==> src/design/bgcd_pkg.sv <==
// Shared types for the binary greatest-common-divisor core.
// Holds the default width, the command sent along the cell row and the status fed back.
package bgcd_pkg;

	localparam int DataBitsDef = 63;

	// What every cell of the row does in a cycle
	typedef enum logic [2:0] {
		OP_HOLD       = 3'd0,
		OP_LOAD       = 3'd1,
		OP_SHIFT_BOTH = 3'd2,
		OP_SHIFT_A    = 3'd3,
		OP_SHIFT_B    = 3'd4,
		OP_REDUCE     = 3'd5,
		OP_SCALE      = 3'd6
	} cell_op_t;

	typedef struct packed {
		cell_op_t op;
		logic     swap;   // b < a: the smaller value moves into a
	} cell_cmd_t;

	typedef struct packed {
		logic a_lsb;
		logic b_lsb;
		logic a_zero;
		logic b_zero;
		logic borrow;     // borrow out of b - a, set when b < a
	} row_stat_t;

endpackage

==> src/design/binary_gcd_core.sv <==
// Binary GCD core, top level: a row of bit cells under one sequencer.
// Depends on bgcd_pkg, bgcd_cell and bgcd_ctrl.
//
//  channel  | handshake              | payload
//  ---------+------------------------+------------------------------
//  in       | start & !busy          | operand_a, operand_b
//  out      | done (one-cycle pulse) | divisor
//
// An item ends after the load and the zero check when an operand is zero; otherwise
// the row shifts out the k shared trailing zeros, then the further zeros of a,
// then runs the reduce steps (one shift or halved subtract each) and scales back
// by k, with one-bit-per-cycle shifts through the cell row.
// Reset clears the sequencer and the result strobe; the cell bits are not reset.
// done pulses for one cycle and cannot be held off; a new item may start in that cycle.
module binary_gcd_core import bgcd_pkg::*; #(
	parameter int DATA_BITS = DataBitsDef
) (
	input  logic                 clk,
	input  logic                 arst_n,
	input  logic                 start,
	output logic                 busy,
	input  logic [DATA_BITS-1:0] operand_a,
	input  logic [DATA_BITS-1:0] operand_b,
	output logic                 done,
	output logic [DATA_BITS-1:0] divisor
);

	cell_cmd_t            cmd;
	row_stat_t            stat;
	logic                 fin;
	logic                 sel_b;
	logic [DATA_BITS-1:0] a_bits;
	logic [DATA_BITS-1:0] b_bits;
	logic [DATA_BITS-1:0] dba_bits;
	logic [DATA_BITS-1:0] dab_bits;
	logic [DATA_BITS:0]   br_ba;
	logic [DATA_BITS:0]   br_ab;
	logic [DATA_BITS:0]   a_hi;
	logic [DATA_BITS:0]   b_hi;
	logic [DATA_BITS:0]   dba_hi;
	logic [DATA_BITS:0]   dab_hi;
	logic [DATA_BITS:0]   a_lo;
	logic [DATA_BITS-1:0] divisor_q;
	logic                 done_q;

	// neighbour taps: a zero enters at the top on right shifts, at the bottom on left
	assign a_hi   = {1'b0, a_bits};
	assign b_hi   = {1'b0, b_bits};
	assign dba_hi = {1'b0, dba_bits};
	assign dab_hi = {1'b0, dab_bits};
	assign a_lo   = {a_bits, 1'b0};
	assign br_ba[0] = 1'b0;
	assign br_ab[0] = 1'b0;

	for (genvar i = 0; i < DATA_BITS; i++) begin : g_cell
		bgcd_cell u_cell (
			.clk       (clk),
			.cmd       (cmd),
			.ld_a      (operand_a[i]),
			.ld_b      (operand_b[i]),
			.a_up      (a_hi[i+1]),
			.b_up      (b_hi[i+1]),
			.a_dn      (a_lo[i]),
			.dba_up    (dba_hi[i+1]),
			.dab_up    (dab_hi[i+1]),
			.br_ba_in  (br_ba[i]),
			.br_ab_in  (br_ab[i]),
			.a_bit     (a_bits[i]),
			.b_bit     (b_bits[i]),
			.dba       (dba_bits[i]),
			.dab       (dab_bits[i]),
			.br_ba_out (br_ba[i+1]),
			.br_ab_out (br_ab[i+1])
		);
	end

	assign stat.a_lsb  = a_bits[0];
	assign stat.b_lsb  = b_bits[0];
	assign stat.a_zero = ~|a_bits;
	assign stat.b_zero = ~|b_bits;
	assign stat.borrow = br_ba[DATA_BITS];

	bgcd_ctrl #(
		.DATA_BITS (DATA_BITS)
	) u_ctrl (
		.clk    (clk),
		.arst_n (arst_n),
		.start  (start),
		.stat   (stat),
		.cmd    (cmd),
		.busy   (busy),
		.fin    (fin),
		.sel_b  (sel_b)
	);

	always_ff @(posedge clk) begin
		if (fin) begin
			divisor_q <= sel_b ? b_bits : a_bits;
		end
	end

	always_ff @(posedge clk or negedge arst_n) begin
		if (!arst_n) begin
			done_q <= 1'b0;
		end else begin
			done_q <= fin;
		end
	end

	assign done    = done_q;
	assign divisor = divisor_q;

endmodule

==> src/design/bgcd_cell.sv <==
// One bit slice of the operand row: holds bit i of a and b.
// Depends on bgcd_pkg for the row command; among the cells it talks only to its two neighbours.
module bgcd_cell import bgcd_pkg::*; (
	input  logic      clk,
	input  cell_cmd_t cmd,
	input  logic      ld_a,
	input  logic      ld_b,
	input  logic      a_up,
	input  logic      b_up,
	input  logic      a_dn,
	input  logic      dba_up,
	input  logic      dab_up,
	input  logic      br_ba_in,
	input  logic      br_ab_in,
	output logic      a_bit,
	output logic      b_bit,
	output logic      dba,
	output logic      dab,
	output logic      br_ba_out,
	output logic      br_ab_out
);

	logic a_q;
	logic b_q;
	logic a_d;
	logic b_d;

	// b - a and a - b, one bit of each borrow chain
	assign dba       = b_q ^ a_q ^ br_ba_in;
	assign br_ba_out = (~b_q & a_q) | (~(b_q ^ a_q) & br_ba_in);
	assign dab       = a_q ^ b_q ^ br_ab_in;
	assign br_ab_out = (~a_q & b_q) | (~(a_q ^ b_q) & br_ab_in);

	always_comb begin
		a_d = a_q;
		b_d = b_q;
		unique case (cmd.op)
			OP_HOLD: begin
			end
			OP_LOAD: begin
				a_d = ld_a;
				b_d = ld_b;
			end
			OP_SHIFT_BOTH: begin
				a_d = a_up;
				b_d = b_up;
			end
			OP_SHIFT_A: begin
				a_d = a_up;
			end
			OP_SHIFT_B: begin
				b_d = b_up;
			end
			OP_REDUCE: begin
				// difference of two odd values is even: take it halved
				if (cmd.swap) begin
					a_d = b_q;
					b_d = dab_up;
				end else begin
					b_d = dba_up;
				end
			end
			OP_SCALE: begin
				a_d = a_dn;
			end
			default: begin
			end
		endcase
	end

	always_ff @(posedge clk) begin
		a_q <= a_d;
		b_q <= b_d;
	end

	assign a_bit = a_q;
	assign b_bit = b_q;

endmodule

==> src/design/bgcd_ctrl.sv <==
// Sequencer for the binary GCD cell row: align, make a odd, reduce, scale back.
// Depends on bgcd_pkg; counts the shared power of two.
module bgcd_ctrl import bgcd_pkg::*; #(
	parameter int DATA_BITS = DataBitsDef
) (
	input  logic      clk,
	input  logic      arst_n,
	input  logic      start,
	input  row_stat_t stat,
	output cell_cmd_t cmd,
	output logic      busy,
	output logic      fin,
	output logic      sel_b
);

	localparam int CntBits = $clog2(DATA_BITS);

	typedef enum logic [5:0] {
		ST_IDLE   = 6'b000001,
		ST_CHECK  = 6'b000010,
		ST_ALIGN  = 6'b000100,
		ST_ODDA   = 6'b001000,
		ST_REDUCE = 6'b010000,
		ST_SCALE  = 6'b100000
	} state_t;

	state_t               state_q;
	state_t               state_d;
	logic [CntBits-1:0]   k_q;
	logic [CntBits-1:0]   k_d;

	always_comb begin
		state_d  = state_q;
		k_d      = k_q;
		cmd.op   = OP_HOLD;
		cmd.swap = 1'b0;
		fin      = 1'b0;
		sel_b    = 1'b0;
		unique case (state_q)
			ST_IDLE: begin
				if (start) begin
					cmd.op  = OP_LOAD;
					k_d     = '0;
					state_d = ST_CHECK;
				end
			end
			ST_CHECK: begin
				if (stat.a_zero || stat.b_zero) begin
					fin     = 1'b1;
					sel_b   = stat.a_zero;
					state_d = ST_IDLE;
				end else begin
					state_d = ST_ALIGN;
				end
			end
			ST_ALIGN: begin
				if (!stat.a_lsb && !stat.b_lsb) begin
					cmd.op = OP_SHIFT_BOTH;
					k_d    = k_q + CntBits'(1);
				end else begin
					state_d = ST_ODDA;
				end
			end
			ST_ODDA: begin
				if (stat.a_lsb) begin
					state_d = ST_REDUCE;
				end else begin
					cmd.op = OP_SHIFT_A;
				end
			end
			ST_REDUCE: begin
				if (stat.b_zero) begin
					state_d = ST_SCALE;
				end else if (!stat.b_lsb) begin
					cmd.op = OP_SHIFT_B;
				end else begin
					cmd.op   = OP_REDUCE;
					cmd.swap = stat.borrow;
				end
			end
			ST_SCALE: begin
				if (k_q == '0) begin
					fin     = 1'b1;
					state_d = ST_IDLE;
				end else begin
					cmd.op = OP_SCALE;
					k_d    = k_q - CntBits'(1);
				end
			end
			default: begin
				state_d = ST_IDLE;
			end
		endcase
	end

	always_ff @(posedge clk or negedge arst_n) begin
		if (!arst_n) begin
			state_q <= ST_IDLE;
			k_q     <= '0;
		end else begin
			state_q <= state_d;
			k_q     <= k_d;
		end
	end

	assign busy = (state_q != ST_IDLE);

endmodule
==> config.mk <==
export PLATFORM = sky130hd
export DESIGN_NAME = binary_gcd_core
export DESIGN_NICKNAME = d
export VERILOG_FILES = /design/src/design/bgcd_pkg.sv /design/src/design/binary_gcd_core.sv /design/src/design/bgcd_cell.sv /design/src/design/bgcd_ctrl.sv
export SDC_FILE = /design/constraint.sdc
export NUM_CORES = 1
export LEC_CHECK = 0
export BUFFER_PORTS_ARGS = -buffer_cell sky130_fd_sc_hd__buf_2
export CAP_MARGIN = 15
export CORE_ASPECT_RATIO = 1.75
export CORE_MARGIN = 2
export CORE_UTILIZATION = 25
export DETAILED_ROUTE_END_ITERATION = 8
export GPL_ROUTABILITY_DRIVEN = 0
export PLACE_DENSITY = 0.4
export REMOVE_ABC_BUFFERS = 1
export SYNTH_ARGS = -nofsm -noshare
export SYNTH_HDL_FRONTEND = slang
export SYNTH_SLANG_ARGS = --single-unit
==> constraint.sdc <==
create_clock -name clk -period 8.1 [get_ports clk]
set_input_delay 0.81 -clock clk [delete_from_list [all_inputs] [get_ports clk]]
set_output_delay 0.81 -clock clk [all_outputs]
set_load 0.05 [all_outputs]
==> results.ini <==
[routing]
ant_nets = 0
wire_per_inst_um = 24.2
vias_per_cell = 5.25
drc = 0
drt-initial-drc-count = 1167
via_count = 13300
wl_um = 61500
firstDrtPassIters = 9

[power]
seqPwrFrac = 0.291
internal_power_mw = 3.70
swShare = 0.477
clkPwrFrac = 0.172
max-vdd-ir-drop_mv = 0.179
cellLeakagePower_nw = 7.64
p_comb_frac = 0.538
power.switching_mw = 3.37
p_per_area_mw_per_mm2 = 400

[floorplanning]
dieHeight_um = 328
core_sq_mm = 0.0599
ios = 194
die_w_um = 189
initial_core_util = 0.251
rows = 119
die_area_sq_mm = 0.0622

[timing]
skew_ns = 0.0195
post-route-min-period_ns = 5.16
drv_slew = 0
finalSetupViolCount = 0
period_share = 0.637
fin_hold_ws_ns = 0.131
hold_viol_final = 0
slew_headroom = 0.315
max_freq_ghz = 0.194
worstMarginPinSlew_ns = 1.03
rsz0062_at_grt = no

[clock_network]
cts_setup_buffers = 0
htreeDepth = 1
cts_hold_buf = 0
clock_latency_ns = 0.57
cts_tree = built
numCtsBuffers = 25
clk_pin_slew_ns = 0.06
cts_resized = 0
cts_num_sinks = 202
clk_path_buf_depth = 3
root_buffer = clkbuf_16

[critical_path]
start_kind = register
path_class = reg -> reg
crit_arrival_ns = 5.34
path_max_fanout = 48
cp_data_required_time_ns = 8.29
endpoint_kind = register

[grt]
grt_usage = 0.194
grt_max_degree = 79
grt_pass1_vias = 13700
grt_pass1_wl_um = 90500
antenna_found_initial = 1
grt-ovfl-total = 0

[synthesis]
ys_warn_count = 0
yosys-top-cells-area = edfxtp_1, ha_1, nand2_1
synthAdderAreaFrac = 0.107
synth_top_area_frac = 0.377
yosysTopAreaCell = edfxtp_1
syn_area_per_cell_sq_um = 9.52
synthMuxAreaShare = 0.0240
synthArstFlopShare = 0.0644
synthXorXnorAreaFrac = 0.0361
synth-seq-cells = 202
synth_cell_types = 77
yosysSeqAreaShare = 0.399
synth-compound-area-share = 0.249
syn_area_sq_mm = 0.0150
synth_edf_count = 189
synth_ff_type = edfxtp_1
syn_inst = 1580
synth-simple-area-share = 0.122
synth_top_family_by_area = compound AO/OA/AOI/OAI gates

[hold_path]
hold_path_class = in -> async

[place]
dp_hpwl_um = 44500
placed_cell_area_sq_mm = 0.0168
port_buffers = 193

[final_layout]
layout.nets = 1993
drive_above_1_share = 0.169
syn_to_final_growth_pct = 17.6
nFillCells = 6426
final_area_sq_mm = 0.0177
antenna_cells = 0

[status]
status = finished clean

[run]
drv_cap = 0

## cell usage after synthesis, drive strengths merged, types with 21 or more instances
library cell,n
a222oi,64
a211oi,21
a21oi,63
nand2,183
inv,148
edfxtp,189
a22oi,57
ha,127
nand3,29
mux2i,23
nor4,41
xnor2,41
nor2,61
o21ai,155
clkbuf,65
xor2,21
a21o,51
## path summary, 6_finish.rpt
path                                           end  cells after the start              startpoint  slack [ns]
min reg2reg                          u_ctrl.k_q[5]                      1           u_ctrl.k_q[5]        0.52
max                        g_cell[49].u_cell.a_bit                     11  g_cell[1].u_cell.a_bit        2.94
min in group clk                 u_ctrl.state_q[0]                      2                   start        0.44
min                                  u_ctrl.k_q[4]                      1                  arst_n        0.13
max reg2reg                g_cell[49].u_cell.a_bit                     11  g_cell[1].u_cell.a_bit        2.94
max in group asynchronous        u_ctrl.state_q[0]                      1                  arst_n        7.67
## critical path, cell delays in order, from the launching register on
cell and delay (ns):
edfxtp_1 0.49, ha_1 0.39, and3b_2 0.23, o221ai_2 0.16
a211oi_2 0.48, a211oi_1 0.23, a211o_1 0.44, a211o_1 0.44
a21oi_2 0.32, nor2_1 0.11, a21oi_4 0.63, buf_4 0.79
## power by group through the flow
stage	clock network [mW]	registers, mW	logic, mW
after global placement	0	2.08	3.80
after CTS	1.26	2.06	3.82
after detailed placement	0	2.08	3.79
final	1.21	2.06	3.80
after floorplan	0	1.91	2.68
after global routing	1.29	2.11	4.19
## layer usage
metal / GRT usage / part of all wire
met1: 0.232 / 0.41
met2: 0.352 / 0.51
met3: 0.0207 / 0.047
met4: 0.0757 / 0.037
met5: 0 / 0.00018
## through the flow
stage	TNS, ns	std cells	total power, mW	worst slack (ns)	utilization
after floorplan	-151.51	1498	4.59	-1.86	-
after CTS	0	2540	7.14	2.88	0.295
after global placement	0	2494	5.88	2.95	0.281
after detailed placement	0	2495	5.87	2.91	0.281
after global routing	0	2540	7.58	2.75	0.295
final	0	2540	7.08	2.94	0.295
## final cells by class
type                       instances  area (sq um)  area share
clock buffer                      26           629      0.0356
clock inverter                    19           218      0.0123
inverter                         148           556      0.0314
multi-input combinational       1148          8190       0.463
sequential                       202          6000       0.339
tap                              786           983      0.0556
timing repair buffer             211          1100      0.0623
## layout by cell type, fill, tap and decap left out, types with 6 or more instances in the layout
cell type | synthesis | layout
o21ai_1 | 18 | 18
o31ai_1 | 6 | 6
inv_1 | 148 | 148
buf_4 | 3 | 18
clkinv_2 | 0 | 6
a221oi_1 | 7 | 7
o221ai_1 | 6 | 6
dfrtp_1 | 12 | 12
a21o_1 | 50 | 50
nor4_1 | 41 | 40
a22oi_1 | 57 | 57
clkbuf_16 | 0 | 25
mux2i_1 | 23 | 23
buf_2 | 6 | 193
nand3b_1 | 6 | 6
a31oi_1 | 10 | 10
a222oi_1 | 64 | 64
edfxtp_1 | 189 | 189
o21a_1 | 17 | 17
a221oi_2 | 10 | 10
a211oi_1 | 19 | 19
nand3_1 | 29 | 29
xnor2_1 | 41 | 41
ha_1 | 127 | 127
a21oi_1 | 61 | 60
o21bai_1 | 10 | 9
and3_1 | 14 | 14
nand2b_1 | 7 | 7
nor2_1 | 61 | 56
nand4_1 | 13 | 13
and2_1 | 15 | 15
xor2_1 | 21 | 21
nand2_1 | 183 | 183
nor3_1 | 14 | 13
o21ai_0 | 137 | 136
## cell families (layout without fill, tap and decap cells)
group | Yosys count | count (layout)
xor gates and xnor gates | 62 | 62
AOI/OAI and AO/OA | 527 | 527
buffers and inverters | 230 | 404
DFF | 202 | 202
and+or+nand+nor | 398 | 398
muxes | 33 | 33
adders and majority gates | 128 | 128
## registers in the layout (all words and copies together), names as in the netlist
| name | cells |
|---|---|
| g_cell.u_cell.a_bit | 63 |
| divisor | 63 |
| u_ctrl.k_q | 6 |
| g_cell.u_cell.b_bit | 63 |
| done | 1 |
| u_ctrl.state_q | 6 |
Power figures use the tool's default switching activity.
